<file path="src/rtl/b64e_pkg.sv">
// b64e_pkg: shared types, constants and the character map of the base64 encoder
// no dependencies; imported by every module of the encoder
`timescale 1ns / 1ps

package b64e_pkg;

	// one raw byte in, one character out
	typedef struct packed {
		logic [7:0] data_byte;
		logic       is_final;
	} in_word_t;

	typedef struct packed {
		logic [7:0] code_char;
		logic       code_last;
	} out_word_t;

	// position inside the current three byte group
	typedef enum logic [1:0] {
		PH_0 = 2'd0,
		PH_1 = 2'd1,
		PH_2 = 2'd2
	} phase_t;

	localparam int JOB_CHARS = 4;

	// characters caused by one byte, handed from front to back
	typedef struct packed {
		logic [JOB_CHARS-1:0][7:0] chars;
		logic [1:0]                cnt_m1;
		logic                      last;
	} job_t;

	localparam logic [7:0] CHAR_PAD   = 8'h3D;
	localparam logic [7:0] CHAR_UPPER = 8'h41;
	localparam logic [7:0] CHAR_LOWER = 8'h61;
	localparam logic [7:0] CHAR_DIGIT = 8'h30;
	localparam logic [7:0] CHAR_PLUS  = 8'h2B;
	localparam logic [7:0] CHAR_SLASH = 8'h2F;

	// six bit value to its alphabet character
	function automatic logic [7:0] b64_sym(input logic [5:0] v);
		logic [7:0] ext;
		ext = {2'b00, v};
		if (v < 6'd26) begin
			return CHAR_UPPER + ext;
		end else if (v < 6'd52) begin
			return CHAR_LOWER + ext - 8'd26;
		end else if (v < 6'd62) begin
			return CHAR_DIGIT + ext - 8'd52;
		end else if (v == 6'd62) begin
			return CHAR_PLUS;
		end else begin
			return CHAR_SLASH;
		end
	endfunction

endpackage

</file>
<file path="src/rtl/b64e_front.sv">
// b64e_front: takes raw bytes, tracks group phase and leftover bits, builds jobs
// depends on b64e_pkg
`timescale 1ns / 1ps

module b64e_front import b64e_pkg::*; (
	input  logic     clk,
	input  logic     arst_n,
	input  logic     byte_valid,
	output logic     byte_stall,
	input  in_word_t byte_word,
	input  logic     q_full,
	output logic     q_push,
	output job_t     q_job
);

	phase_t     phase_q, phase_d;
	logic [3:0] left_q, left_d;
	logic [7:0] b;
	logic       fin;

	assign byte_stall = q_full;
	assign q_push     = byte_valid & ~q_full;
	assign b          = byte_word.data_byte;
	assign fin        = byte_word.is_final;

	// split the byte into characters for this phase
	always_comb begin
		q_job.chars  = {JOB_CHARS{CHAR_PAD}};
		q_job.cnt_m1 = 2'd0;
		q_job.last   = 1'b0;
		phase_d      = PH_0;
		left_d       = 4'd0;
		case (phase_q)
			PH_1: begin
				q_job.chars[0] = b64_sym({left_q[1:0], b[7:4]});
				if (fin) begin
					q_job.chars[1] = b64_sym({b[3:0], 2'b00});
					q_job.cnt_m1   = 2'd2;
					q_job.last     = 1'b1;
				end else begin
					phase_d = PH_2;
					left_d  = b[3:0];
				end
			end
			PH_2: begin
				q_job.chars[0] = b64_sym({left_q, b[7:6]});
				q_job.chars[1] = b64_sym(b[5:0]);
				q_job.cnt_m1   = 2'd1;
				q_job.last     = fin;
			end
			default: begin
				q_job.chars[0] = b64_sym(b[7:2]);
				if (fin) begin
					q_job.chars[1] = b64_sym({b[1:0], 4'b0000});
					q_job.cnt_m1   = 2'd3;
					q_job.last     = 1'b1;
				end else begin
					phase_d = PH_1;
					left_d  = {2'b00, b[1:0]};
				end
			end
		endcase
	end

	// group state advances on each accepted word
	always_ff @(posedge clk or negedge arst_n) begin
		if (!arst_n) begin
			phase_q <= PH_0;
			left_q  <= 4'd0;
		end else if (q_push) begin
			phase_q <= phase_d;
			left_q  <= left_d;
		end
	end

endmodule

</file>
<file path="src/rtl/b64e_queue.sv">
// b64e_queue: two entry job queue between front and back
// depends on b64e_pkg
`timescale 1ns / 1ps

module b64e_queue import b64e_pkg::*; (
	input  logic clk,
	input  logic arst_n,
	input  logic push,
	input  job_t push_job,
	output logic full,
	input  logic pop,
	output logic head_valid,
	output job_t head_job
);

	job_t       ent_q [2];
	logic       wr_q, rd_q;
	logic [1:0] cnt_q;

	assign full       = (cnt_q == 2'd2);
	assign head_valid = (cnt_q != 2'd0);
	assign head_job   = ent_q[rd_q];

	// entry storage
	always_ff @(posedge clk) begin
		if (push) begin
			ent_q[wr_q] <= push_job;
		end
	end

	// pointers and fill count
	always_ff @(posedge clk or negedge arst_n) begin
		if (!arst_n) begin
			wr_q  <= 1'b0;
			rd_q  <= 1'b0;
			cnt_q <= 2'd0;
		end else begin
			if (push) begin
				wr_q <= ~wr_q;
			end
			if (pop) begin
				rd_q <= ~rd_q;
			end
			case ({push, pop})
				2'b10:   cnt_q <= cnt_q + 2'd1;
				2'b01:   cnt_q <= cnt_q - 2'd1;
				default: cnt_q <= cnt_q;
			endcase
		end
	end

endmodule

</file>
<file path="src/rtl/b64e_back.sv">
// b64e_back: walks the head job one character a cycle, unless char_stall holds the output, into the output register
// depends on b64e_pkg
`timescale 1ns / 1ps

module b64e_back import b64e_pkg::*; (
	input  logic      clk,
	input  logic      arst_n,
	input  logic      head_valid,
	input  job_t      head_job,
	output logic      pop,
	output logic      char_valid,
	input  logic      char_stall,
	output out_word_t char_word
);

	logic [1:0] idx_q;
	logic       out_valid_q;
	out_word_t  out_q;
	logic       adv;
	logic       take;
	logic       at_end;

	assign adv        = ~out_valid_q | ~char_stall;
	assign take       = adv & head_valid;
	assign at_end     = (idx_q == head_job.cnt_m1);
	assign pop        = take & at_end;
	assign char_valid = out_valid_q;
	assign char_word  = out_q;

	// character index and output valid
	always_ff @(posedge clk or negedge arst_n) begin
		if (!arst_n) begin
			idx_q       <= 2'd0;
			out_valid_q <= 1'b0;
		end else begin
			if (adv) begin
				out_valid_q <= head_valid;
			end
			if (take) begin
				idx_q <= at_end ? 2'd0 : idx_q + 2'd1;
			end
		end
	end

	// output payload
	always_ff @(posedge clk) begin
		if (take) begin
			out_q.code_char <= head_job.chars[idx_q];
			out_q.code_last <= head_job.last & at_end;
		end
	end

endmodule

</file>
<file path="src/rtl/base64_stream_encoder.sv">
// base64_stream_encoder: streaming base64 encoder with '=' padding
// path: the first character of a byte passes through the job queue and then the output register
// throughput: one character per cycle at the output register while char_stall is low; a byte gives one to
// four characters, so byte intake is paced by the output port
// reset: arst_n clears group phase, leftover bits, job queue and output valid
// depends on b64e_pkg, b64e_front, b64e_queue, b64e_back
`timescale 1ns / 1ps

module base64_stream_encoder import b64e_pkg::*; (
	input  logic      clk,
	input  logic      arst_n,
	input  logic      byte_valid,
	output logic      byte_stall,
	input  in_word_t  byte_word,
	output logic      char_valid,
	input  logic      char_stall,
	output out_word_t char_word
);

	logic q_full, q_push, q_pop, q_head_valid;
	job_t q_job, q_head;

	// byte intake and classification
	b64e_front u_front (
		.clk        (clk),
		.arst_n     (arst_n),
		.byte_valid (byte_valid),
		.byte_stall (byte_stall),
		.byte_word  (byte_word),
		.q_full     (q_full),
		.q_push     (q_push),
		.q_job      (q_job)
	);

	// decoupling queue
	b64e_queue u_queue (
		.clk        (clk),
		.arst_n     (arst_n),
		.push       (q_push),
		.push_job   (q_job),
		.full       (q_full),
		.pop        (q_pop),
		.head_valid (q_head_valid),
		.head_job   (q_head)
	);

	// character output
	b64e_back u_back (
		.clk        (clk),
		.arst_n     (arst_n),
		.head_valid (q_head_valid),
		.head_job   (q_head),
		.pop        (q_pop),
		.char_valid (char_valid),
		.char_stall (char_stall),
		.char_word  (char_word)
	);

endmodule

</file>
<file path="config.mk">
export PLATFORM = sky130hd
export DESIGN_NAME = base64_stream_encoder
export DESIGN_NICKNAME = d
export VERILOG_FILES = /design/src/rtl/b64e_pkg.sv /design/src/rtl/b64e_front.sv /design/src/rtl/b64e_queue.sv /design/src/rtl/b64e_back.sv /design/src/rtl/base64_stream_encoder.sv
export SDC_FILE = /design/constraint.sdc
export NUM_CORES = 1
export LEC_CHECK = 0
export BUFFER_PORTS_ARGS = -buffer_cell sky130_fd_sc_hd__buf_2
export CAP_MARGIN = 20
export CORE_MARGIN = 5
export CORE_UTILIZATION = 40
export DETAILED_ROUTE_END_ITERATION = 10
export HOLD_SLACK_MARGIN = 0.06
export PLACE_DENSITY = 0.53
export SLEW_MARGIN = 30
export SYNTH_ARGS = -nofsm -noshare
export SYNTH_HDL_FRONTEND = slang
export SYNTH_SLANG_ARGS = --single-unit
</file>
<file path="constraint.sdc">
create_clock -name clk -period 2.35 [get_ports clk]
set_input_delay 0.47 -clock clk [delete_from_list [all_inputs] [get_ports clk]]
set_output_delay 0.47 -clock clk [all_outputs]
set_load 0.02 [all_outputs]
</file>
== Word-level counts from Yosys, hierarchy flattened ==
Memory sizes are Yosys's and may differ from the RTL's.
Cells that the tools add are included.

* $mul: 0
* $lt $le $gt $ge: 19
* Div/mod/pow operators: 0
* Shift operators: 0
* Multiplexer cells: 39
* Equality and inequality tests: 10
* Add/subtract/negate cells: 33
* Bitwise operators: 10
* Reduce and logical (&&, ||, !) cells: 2

{| class="wikitable"
|+ Operators with widths
! kind !! count
|-
| 8-bit two-way mux || 21
|-
| 7-bit by 6-bit adder with 8-bit output, first input constant || 12
|-
| 6-bit less-than comparator, second input constant || 12
|-
| 8-bit by 5-bit subtractor with 8-bit output, second input constant || 6
|-
| 8-bit by 6-bit subtractor with 8-bit output, second input constant || 6
|-
| 6-bit by 6-bit adder with 7-bit output, first input constant || 6
|-
| 19-bit one-hot mux with 2 select lines || 1
|-
| 6-bit by 5-bit less-than comparator with 1-bit output, second input constant || 6
|-
| 6-bit == test, second input constant || 4
|-
| 3-bit two-way mux || 6
|-
| 8-bit binary-select mux with 2-bit select || 1
|-
| 2-bit one-hot mux with 2 select lines || 2
|-
| 4-bit one-hot mux with 2 select lines || 1
|-
| 2-bit == test, second input constant || 3
|-
| 2-bit two-way mux || 3
|-
| 1-bit NOT || 5
|-
| 2-bit by 1-bit adder with 2-bit output, second input constant || 2
|-
| 1-bit AND || 4
|-
| 2-bit by 1-bit == test with 1-bit output, second input constant || 2
|-
| 4-bit two-way mux || 1
|-
| 2-bit nonzero test || 2
|-
| 2-bit by 3-bit less-than comparator with 1-bit output, second input constant || 1
|-
| 1-bit two-way mux || 3
|-
| 2-bit == test || 1
|-
| 2 further kinds || 2
|}

* Input bits: 13
* Bits in writable memories: 38
* ROM bits: 0
* Output and inout bits: 11
* Word-level logic and storage cells: 123
* Memories kept: 1
* Register bits after elaboration: 22
* Latch bits: 0

{| class="wikitable"
|+ Memories
! name !! depth !! bits a word !! read ports !! clocked after Yosys merged registers in !! wr ports !! line !! text
|-
| u_queue.ent_q || 2 || 19 || 1 || 0 || 1 || b64e_queue.sv:16 || <nowiki>job_t ent_q [2];</nowiki>
|}

== Logic depth before layout (Yosys ltp) ==
Gate-level depths: netlist of the first run.

* Depth after elaboration: 7
* Depth in mapped cells: 10
* Gate-level depth less buffers: 8

== Cells and area by module ==
Synthesis of the first run repeated with hierarchy kept, for this count alone.

* Cell total of the unflattened synthesis: 522
* Area total of the unflattened synthesis: 5988.2 µm²

{| class="wikitable"
|+ By module, submodules not included
! module !! seq. area each (µm²) !! times used !! cells an instance !! area each (µm²)
|-
| b64e_queue || 2202.1 || 1 || 125 || 2862.7
|-
| b64e_front || 150.1 || 1 || 359 || 2469.9
|-
| b64e_back || 345.3 || 1 || 38 || 655.6
|}

== Worst setup path after synthesis of the first run ==
Ideal clock, no wire load.

* Path kind: input-to-reg
* Start: in byte_word[7] (netlist name)
* End: mem u_queue.ent_q[0][7] (netlist name) (data pin)
* Arrival: 1.820 ns
* Data required time: 2.070 ns
* Setup time: 0.280 ns
* Path slack: 0.250 ns
* Stages on the path: 8
* Path buffers: 1
* Path through: buf_4 > inv_1 > ha_1 > a21o_1 > a21oi_2 > nor3_1 > o311ai_0 > nand3_1

{| class="wikitable"
|+ RTL lines
! item !! line !! text
|-
| start, declared || base64_stream_encoder.sv:14 || <nowiki>input in_word_t byte_word,</nowiki>
|-
| end, declared || b64e_queue.sv:16 ||
|}

==> flow_summary.json, run 1 <==
{
  "avgSynthCellArea_um2": 9.555,
  "ir_drop_uv": 596.2,
  "cpPeakStageDelay_ps": 420,
  "worstPathRequired_ps": 2400,
  "maxCapViolCount": 0,
  "die_area_um2": 13390,
  "antenna_found_initial": 0,
  "mappedNetlistArea_um2": 4472,
  "drt_pre_antenna_iters": 5,
  "worst-setup-path-type": "flop to flop",
  "root_buffer": "clkbuf_8",
  "finalSetupTns_ps": 0,
  "track_usage_pct": 19.41,
  "cts.path.max_buffers": 2,
  "leakage_nw": 2.125,
  "timing.final.ws_setup_ps": 83.48,
  "start_util_pct": 41.07,
  "p_sw_share_pct": 38.98,
  "relSlewSlack_pct": 66.41,
  "worstPathCellList": "inv_1 > ha_1 > a21o_2 > a21oi_4 > mux2i_1 > a21oi_1 > o221ai_1 > o211ai_1",
  "synth_area_leaders": "edfxtp_1, dfrtp_1, ha_1",
  "fmax_mhz": 441.2,
  "worstPathMaxFanout": 5,
  "wl_um": 12550,
  "remaining_drc_errors": 0,
  "core_area_um2": 10890,
  "routabilityCongestion": 0.9342,
  "outcome": "completed",
  "hold_depth": 3,
  "min_period_ps": 2267,
  "synth-xor-area-share_pct": 4.896,
  "switchingPower_mw": 1.997,
  "clk_pin_slew_ps": 70,
  "synth_warnings": 0,
  "async_flop_share_pct": 21.67,
  "crit_arrival_ps": 2310,
  "drtIter0Drc": 323,
  "rsz0062_at_grt": "no",
  "fill_cells": 1022,
  "reg2reg_depth": 8,
  "combPwrFrac_pct": 48.8,
  "r2r-end": "u_queue.ent_q[0][6]$_DFFE_PP_",
  "clock_power_share_pct": 14.6,
  "synthAdderAreaFrac_pct": 7.275,
  "slowest_stage": "dfrtp_1",
  "synthMuxAreaShare_pct": 5.596,
  "final_hold_viol_count": 0,
  "finalClockSkew_ps": 7.458,
  "p_seq_share_pct": 36.6,
  "tightest_slew_ps": 502.4,
  "synth-edff-count": 47,
  "cts_buffers": 9,
  "grt-busiest-layer": "met2",
  "io_buffer_count": 23,
  "viasPerCell": 5.744,
  "setup_viol": 0,
  "critPathCaptureType": "flop",
  "final_nets": 588,
  "power-per-cell-area_nw_per_um2": 957.1,
  "die_y_um": 115.7,
  "grt_pass1_vias": 3711,
  "reg2reg_from": "u_front.left_q[0]$_DFFE_PN0P_",
  "grt_util_met3_pct": 2.977,
  "insertion_delay_ps": 330,
  "maxSlewViolCount": 0,
  "tritoncts": "built",
  "grt_pass1_wl_um": 20260,
  "drtAntennaViolNets": 0,
  "syn_nets": 507,
  "pre_cts_ws_ps": -156.8,
  "dp.final_hpwl_um": 9611,
  "io_pins": 24,
  "use_met2_pct": 31.25,
  "min_path_type": "input port to flop",
  "grt.overflow.total": 0,
  "post_drt_wl_per_cell_um": 18.08,
  "die_x_um": 115.7,
  "stdcell_area_um2": 5353,
  "htreeDepth": 3,
  "synthCells": 468,
  "synth_top_family_by_area": "compound AO/OA/AOI/OAI gates",
  "yosys.cell_types.count": 61,
  "rows": 38,
  "ff_latch_area_um2": 1738,
  "multi_input_area_um2": 2482,
  "use_met1_pct": 27.45,
  "drive_gt1_share_pct": 25.09,
  "antenna_cells": 0,
  "synth-seq-cells": 60,
  "synth_top_cell_area_share_pct": 31.56,
  "hold_end": "u_back.char_valid$_DFFE_PN0P_",
  "internal_power_mw": 3.126,
  "r2r_slack_ps": 80,
  "syn_to_final_growth_pct": 19.70,
  "synthFlopType": "edfxtp_1",
  "fin_crit_sh_pct": 96.45,
  "yosysTopAreaCell": "edfxtp_1",
  "synth-simple-area-share_pct": 16.82,
  "min_from": "char_stall",
  "synth_compound_area_share_pct": 20.93,
  "ys_seq_area_share_pct": 38.84,
  "grt_max_degree": 20,
  "startpoint_type": "flop",
  "num_vias": 3986,
  "clkSinkCount": 60,
  "placed_cell_area_um2": 5179
}
[final cells by class]
| type | count | area share [%] |
|---|---|---|
| tap | 140 | 3.273 |
| sequential | 60 | 32.47 |
| clock inverter | 6 | 0.5844 |
| multi-input combinational | 356 | 46.38 |
| timing repair buffer | 101 | 13.44 |
| clock buffer | 10 | 2.384 |
| inverter | 21 | 1.473 |
[cells in the mapped netlist (8+ instances only)]
master,number
a211oi_1,9
a21oi_1,30
buf_2,13
clkbuf_1,9
dfrtp_1,13
edfxtp_1,47
ha_1,26
inv_1,20
mux4_2,8
nand2_1,32
nand2b_1,9
nand3_1,21
nor2_1,36
nor2b_1,12
nor3_1,16
o21ai_0,31
xnor2_1,18
[per-stage QoR]
step	util [%]	power (mW)	hold WS, ps	cells
final	49.16	5.123	366.1	694
after global routing	49.16	5.466	372.9	694
after CTS	49.12	5.139	346.3	694
after detailed placement	47.56	4.378	376.7	677
after global placement	47.56	4.331	371.3	677
after floorplan	-	3.558	174.4	468
[critical path, delay by kind of cell, from the launching register on]
kind | cells | cell delay (ps)
AO/OA/AOI/OAI | 5 | 1020
adder cells (fa/ha/maj) | 1 | 240
buffers and inverters | 1 | 100
flip-flops | 1 | 420
multiplexers | 1 | 200
[how the worst max path moves through the flow]
stage          slack, ps                          start                            end
2_1_floorplan        250                   byte_word[7]  u_queue.ent_q[0][7]$_DFFE_PP_
3_3_place_gp        -120                   byte_word[8]  u_queue.ent_q[0][7]$_DFFE_PP_
3_5_place_dp        -160                   byte_word[8]  u_queue.ent_q[0][7]$_DFFE_PP_
4_1_cts               30  u_front.left_q[3]$_DFFE_PN0P_  u_queue.ent_q[0][7]$_DFFE_PP_
5_1_grt               20  u_front.left_q[0]$_DFFE_PN0P_  u_queue.ent_q[0][6]$_DFFE_PP_
6_report              80  u_front.left_q[0]$_DFFE_PN0P_  u_queue.ent_q[0][6]$_DFFE_PP_
[cells in the final DEF, fill, tap and decap left out, types with 12 or more instances in the layout]
| cell | count |
|---|---|
| edfxtp_1 | 47 |
| xnor2_1 | 18 |
| inv_1 | 20 |
| a21oi_1 | 30 |
| nor2b_1 | 12 |
| nor2_1 | 36 |
| dfrtp_1 | 12 |
| nand3_1 | 21 |
| nor3_1 | 16 |
| o21ai_0 | 31 |
| nand2_1 | 32 |
| buf_4 | 75 |
| buf_2 | 23 |
| ha_1 | 26 |
[sequential cells by signal, indices dropped and copies added, names as in the netlist]
name,cells
u_queue.rd_q,1
u_queue.wr_q,1
u_front.left_q,4
u_back.idx_q,2
u_back.char_valid,1
u_front.phase_q,2
u_back.char_word,9
u_queue.ent_q,38
u_queue.cnt_q,2
[power by group through the flow]
stage	Combinational (mW)	Sequential (mW)	Clock (mW)
6_report	2.50	1.88	0.748
5_1_grt	2.73	1.91	0.827
4_1_cts	2.49	1.88	0.769
3_5_place_dp	2.48	1.90	0
3_3_place_gp	2.44	1.89	0
2_1_floorplan	1.61	1.95	0
[layer usage]
metal,wire [um],vias up
met5,0,-
met4,205,0
met3,667,18
met2,6015,142
met1,5661,1923
li1,-,1903
[timing repair]
item / in CTS / in global routing
hold buffers: 1 / 0
buffers inserted: 0 / 0
gates resized for setup: 0 / 4
endpoints found under the setup margin: 0 / 4
hold endpoints to repair: 13 / 0
[kinds of logic after synthesis]
logic type | Yosys count
AND/OR/NAND/NOR | 152
AO/OA/AOI/OAI | 138
flip-flops | 60
buffers and inverters | 52
adder cells (fa/ha/maj) | 26
XOR/XNOR | 25
multiplexers | 15
No activity file was read; power rests on OpenSTA's default activity.
==> run 2, diff against run 1 <==
--- a/config.mk
+++ b/config.mk
@@ -5,13 +5,13 @@
 export SDC_FILE = /design/constraint.sdc
 export NUM_CORES = 1
 export LEC_CHECK = 0
-export BUFFER_PORTS_ARGS = -buffer_cell sky130_fd_sc_hd__buf_2
 export CAP_MARGIN = 20
 export CORE_MARGIN = 5
 export CORE_UTILIZATION = 40
 export DETAILED_ROUTE_END_ITERATION = 10
+export DONT_BUFFER_PORTS = 1
 export HOLD_SLACK_MARGIN = 0.06
-export PLACE_DENSITY = 0.53
+export PLACE_DENSITY = 0.51
 export SLEW_MARGIN = 30
 export SYNTH_ARGS = -nofsm -noshare
 export SYNTH_HDL_FRONTEND = slang
==> run 2 against run 1 <==
Wire length is 4.1% lower. Sequential share of layout area grew 2.6 points. Clock skew is 2.1 ps higher. Global-route usage fell by 0.29 points. Via count fell by 7.1%. First-iteration DRC count down 9.0%. Fmax shrank 0.72%. Core utilization shrank 3.7 points. Sequential cell count did not move. Combinational power decreased by 13%. Largest power group unchanged. Critical path depth unchanged.
==> flow_summary.json, run 2 (synthesized netlist as in run 1, its figures left out) <==
{
  "worstPathMaxFanout": 6,
  "placed_cells": 618,
  "fill_cells": 1040,
  "cts.repair.resized": 0,
  "wl_um": 12030,
  "io_buffer_count": 0,
  "drive_gt1_share_pct": 15.76,
  "worst-setup-path-type": "flop to flop",
  "num_vias": 3704,
  "largest_register": "u_queue.ent_q",
  "die_area_um2": 13390,
  "grt_pass1_wl_um": 19870,
  "final_nets": 529,
  "tightest_slew_ps": 638.5,
  "htreeDepth": 3,
  "maxSlewViolCount": 0,
  "viasPerCell": 5.833,
  "layout_commonest_cell": "edfxtp_1",
  "startpoint_type": "flop",
  "clk_pin_slew_ps": 60,
  "finalSetupTns_ps": 0,
  "maxCapViolCount": 0,
  "tritoncts": "built",
  "ir_drop_uv": 550.3,
  "setup_viol": 0,
  "insertion_delay_ps": 330,
  "finalClockSkew_ps": 9.515,
  "syn_to_final_growth_pct": 10.74,
  "remaining_drc_errors": 0,
  "worstPathRequired_ps": 2380,
  "root_buffer": "clkbuf_8",
  "antenna_found_initial": 0,
  "power-per-cell-area_nw_per_um2": 998.6,
  "die_x_um": 115.7,
  "core_area_um2": 10890,
  "largest_register_ffs": 38,
  "cts.path.max_buffers": 2,
  "post_drt_wl_per_cell_um": 18.94,
  "rows": 38,
  "relSlewSlack_pct": 56.89,
  "antenna_cells": 0,
  "routabilityCongestion": 0.8782,
  "clkSinkCount": 60,
  "rsz0062_at_grt": "no",
  "drtAntennaViolNets": 0,
  "cts_buffers": 9,
  "min_period_ps": 2283,
  "track_usage_pct": 19.12,
  "fin_crit_sh_pct": 97.15,
  "crit_arrival_ps": 2320,
  "leakage_nw": 1.863,
  "drtIter0Drc": 294,
  "grt.overflow.total": 0,
  "critPathCaptureType": "flop",
  "io_pins": 24,
  "die_y_um": 115.7,
  "start_util_pct": 41.07,
  "dp.final_hpwl_um": 8958,
  "grt_pass1_vias": 3680,
  "grt_max_degree": 22,
  "final_hold_viol_count": 0,
  "stdcell_count": 635,
  "layout_common_cells": "edfxtp_1, buf_4, nor2_1",
  "utilization_pct": 45.48,
  "drt_pre_antenna_iters": 5,
  "outcome": "completed",
  "min_path_type": "input port to flop",
  "fmax_mhz": 438.0
}
## run 2: final timing paths
path                                               start                              to  slack [ps]  depth (start not counted)
max reg2reg                u_front.left_q[0]$_DFFE_PN0P_   u_queue.ent_q[1][6]$_DFFE_PP_          70                          8
min in group asynchronous                         arst_n  u_front.phase_q[0]$_DFFE_PN0P_         600                          1
max in group asynchronous                         arst_n   u_back.char_valid$_DFFE_PN0P_        1330                          1
min                                         byte_word[0]   u_queue.ent_q[1][0]$_DFFE_PP_         240                          0
max                        u_front.left_q[0]$_DFFE_PN0P_   u_queue.ent_q[1][6]$_DFFE_PP_          70                          8
min reg2reg                 u_queue.cnt_q[1]$_DFFE_PN0P_   u_back.char_valid$_DFFE_PN0P_         470                          2
## run 2: critical path, cell delays in order, from the launching register on
cell and delay [ps]:
dfrtp_1 390, inv_1 100, ha_1 230, a21o_2 240, a21oi_4 230, mux2i_1 210, a21oi_1 80, o221ai_1 290
o211ai_1 210
## run 2: final cells by class
cell class	instances	area, um^2	share of cell area [%]
multi-input cells	356	2482	50.13
flip-flops and latches	60	1737	35.07
repair buffers	42	317.8	6.417
well taps	140	175.2	3.537
clock buffers	13	148.9	3.007
inverters	21	78.83	1.592
clock inverters	3	12.51	0.2527
## run 2: what timing repair did
item,CTS,global route
hold endpoints to repair,13,0
hold buffers,1,0
setup buffers,0,0
## run 2: power breakdown
part / internal, mW / leakage [nW] / total, mW / switching (mW)
clock network: 0.404 / 0.0825 / 0.769 / 0.366
registers: 1.70 / 0.602 / 2.01 / 0.304
logic: 0.942 / 1.18 / 2.17 / 1.23
total: 3.05 / 1.86 / 4.95 / 1.90
## run 2: routing by layer
layer / share of wire [%] / track usage (%) / up-vias
li1: - / - / 1778
met4: 2.3 / 7.193 / 0
met3: 6.1 / 3.603 / 21
met1: 44 / 25.58 / 1759
met2: 47 / 30.94 / 146
met5: 0 / 0 / -
## run 2: through the flow
stage                     total power, mW  hold slack [ps]  area, um^2  setup WS, ps
after floorplan                     3.558            174.4        4472         249.7
after global placement              4.153            174.7        4781         61.29
after detailed placement            4.201            174.8        4781         49.70
after CTS                           4.989            215.7        4952         133.2
after global routing                5.300            209.8        4952         31.42
final                               4.946            241.1        4952         67.09
==> run 3, diff against run 2 <==
--- a/config.mk
+++ b/config.mk
@@ -7,11 +7,11 @@
 export LEC_CHECK = 0
 export CAP_MARGIN = 20
 export CORE_MARGIN = 5
-export CORE_UTILIZATION = 40
+export CORE_UTILIZATION = 25
 export DETAILED_ROUTE_END_ITERATION = 10
 export DONT_BUFFER_PORTS = 1
 export HOLD_SLACK_MARGIN = 0.06
-export PLACE_DENSITY = 0.51
+export PLACE_DENSITY = 0.35
 export SLEW_MARGIN = 30
 export SYNTH_ARGS = -nofsm -noshare
 export SYNTH_HDL_FRONTEND = slang
==> run 3 against run 2 <==
Critical path depth is 1 higher. Via count rose by 1.5%. Combinational power is 5% higher. Highest routed layer unchanged. Fmax is 6.4% higher. Sequential cell count is the same. Critical endpoint is now u_queue.ent_q[0][5]$_DFFE_PP_.
==> flow_summary.json, run 3 (synthesized netlist as in run 1, its figures left out) <==
{
  "largest_register": "u_queue.ent_q",
  "outcome": "completed",
  "core_area_um2": 17780,
  "rows": 49,
  "pre_cts_ws_ps": 10.41,
  "leakage_nw": 1.996,
  "tightest_slew_ps": 688.1,
  "relSlewSlack_pct": 53.98,
  "grt.overflow.total": 0,
  "final_hold_viol_count": 0,
  "cts.path.max_buffers": 2,
  "fin_crit_sh_pct": 91.28,
  "track_usage_pct": 13.65,
  "die_y_um": 143.7,
  "antenna_cells": 0,
  "worstPathMaxFanout": 5,
  "maxCapViolCount": 0,
  "io_pins": 24,
  "cts_buffers": 9,
  "timing.final.ws_setup_ps": 205.0,
  "viasPerCell": 5.080,
  "io_buffer_count": 0,
  "layout_commonest_cell": "buf_4",
  "reg2reg_depth": 9,
  "syn_to_final_growth_pct": 18.94,
  "insertion_delay_ps": 320,
  "rsz0062_at_grt": "no",
  "tritoncts": "built",
  "drtIter0Drc": 350,
  "crit_arrival_ps": 2160,
  "hold_depth": 0,
  "worst-setup-path-type": "flop to flop",
  "remaining_drc_errors": 0,
  "htreeDepth": 3,
  "post_drt_wl_per_cell_um": 18.43,
  "dp.final_hpwl_um": 10530,
  "clkSinkCount": 60,
  "ir_drop_uv": 447.4,
  "clk_pin_slew_ps": 50,
  "critPathCaptureType": "flop",
  "worstPathRequired_ps": 2360,
  "setup_viol": 0,
  "placed_cells": 723,
  "grt_pass1_vias": 3690,
  "stdcell_count": 740,
  "fmax_mhz": 466.2,
  "die_x_um": 143.7,
  "start_util_pct": 25.15,
  "power-per-cell-area_nw_per_um2": 1043,
  "finalClockSkew_ps": 8.139,
  "num_vias": 3759,
  "antenna_found_initial": 0,
  "root_buffer": "clkbuf_16",
  "min_period_ps": 2145,
  "finalSetupTns_ps": 0,
  "postCtsSetupBuffers": 0,
  "startpoint_type": "flop",
  "drtAntennaViolNets": 0,
  "final_nets": 545,
  "routabilityCongestion": 0.8683,
  "min_path_type": "input port to flop",
  "wl_um": 13640,
  "drt_pre_antenna_iters": 5,
  "maxSlewViolCount": 0,
  "die_area_um2": 20660,
  "drive_gt1_share_pct": 19.57,
  "grt_max_degree": 20,
  "layout_common_cells": "buf_4, edfxtp_1, nor2_1",
  "largest_register_ffs": 38,
  "utilization_pct": 29.92,
  "grt_pass1_wl_um": 21750
}
==> run 3: cell count changes in the layout (fill, tap and decap cells not counted), moves of 2 or more <==
cell       change
clkbuf_16      +9
clkbuf_8      -10
buf_4         +15
clkinv_2       +2
clkinv_1       -2
==> run 3: critical path, stage by stage, from the launching register on <==
cell and delay [ps]:
dfrtp_1 470, inv_1 120, ha_1 230, nor2b_1 160, buf_4 140, nor2_1 40, xnor2_1 150, o41ai_1 100
o211ai_1 200, o211ai_1 220
==> run 3: power by group <==
group          leakage (nW)  total, mW  switching (mW)  internal (mW)
logic                  1.26       2.27            1.27          0.998
clock network         0.139       1.25           0.439          0.814
registers             0.601       2.02           0.319           1.70
total                  2.00       5.55            2.03           3.52
==> run 3: cell type report <==
cell class	count	area [um^2]
Inverter	21	78.83
Multi-Input combinational cell	356	2489
Fill cell	1858	12460
Clock inverter	5	52.55
Clock buffer	11	232.7
Sequential cell	60	1738
Timing Repair Buffer	58	441.7
Tap cell	229	286.5
==> run 3: final timing paths <==
check,from,to,slack [ps]
worst min register to register,u_queue.cnt_q[1]$_DFFE_PN0P_,u_back.char_valid$_DFFE_PN0P_,470
worst min-delay path,byte_word[0],u_queue.ent_q[0][0]$_DFFE_PP_,250
worst max register to register,u_front.left_q[1]$_DFFE_PN0P_,u_queue.ent_q[0][5]$_DFFE_PP_,210
worst max-delay path,u_front.left_q[1]$_DFFE_PN0P_,u_queue.ent_q[0][5]$_DFFE_PP_,210
max in group asynchronous,arst_n,u_front.left_q[0]$_DFFE_PN0P_,1240
min in group asynchronous,arst_n,u_front.left_q[0]$_DFFE_PN0P_,630
==> run 3: metrics by stage <==
step	power [mW]	hold slack (ps)	area [um^2]
floorplan	3.558	174.4	4472
global placement	4.334	175.2	5012
detailed placement	4.343	175.1	5012
CTS	5.633	230.9	5308
global route	5.924	226.9	5319
finish	5.548	245.8	5319
==> run 3: what timing repair did <==
action,4_1_cts,5_1_grt
gates resized for setup,0,4
hold endpoints to repair,13,0
hold buffers,1,0
setup endpoints to repair,0,4
==> run 3: layer usage <==
metal	vias up	global-route usage, %	share of wire [%]
met5	-	0	0
met2	98	21.90	46
met3	22	2.230	4.1
met1	1820	18.89	48
li1	1819	-	-
met4	0	4.163	2.1
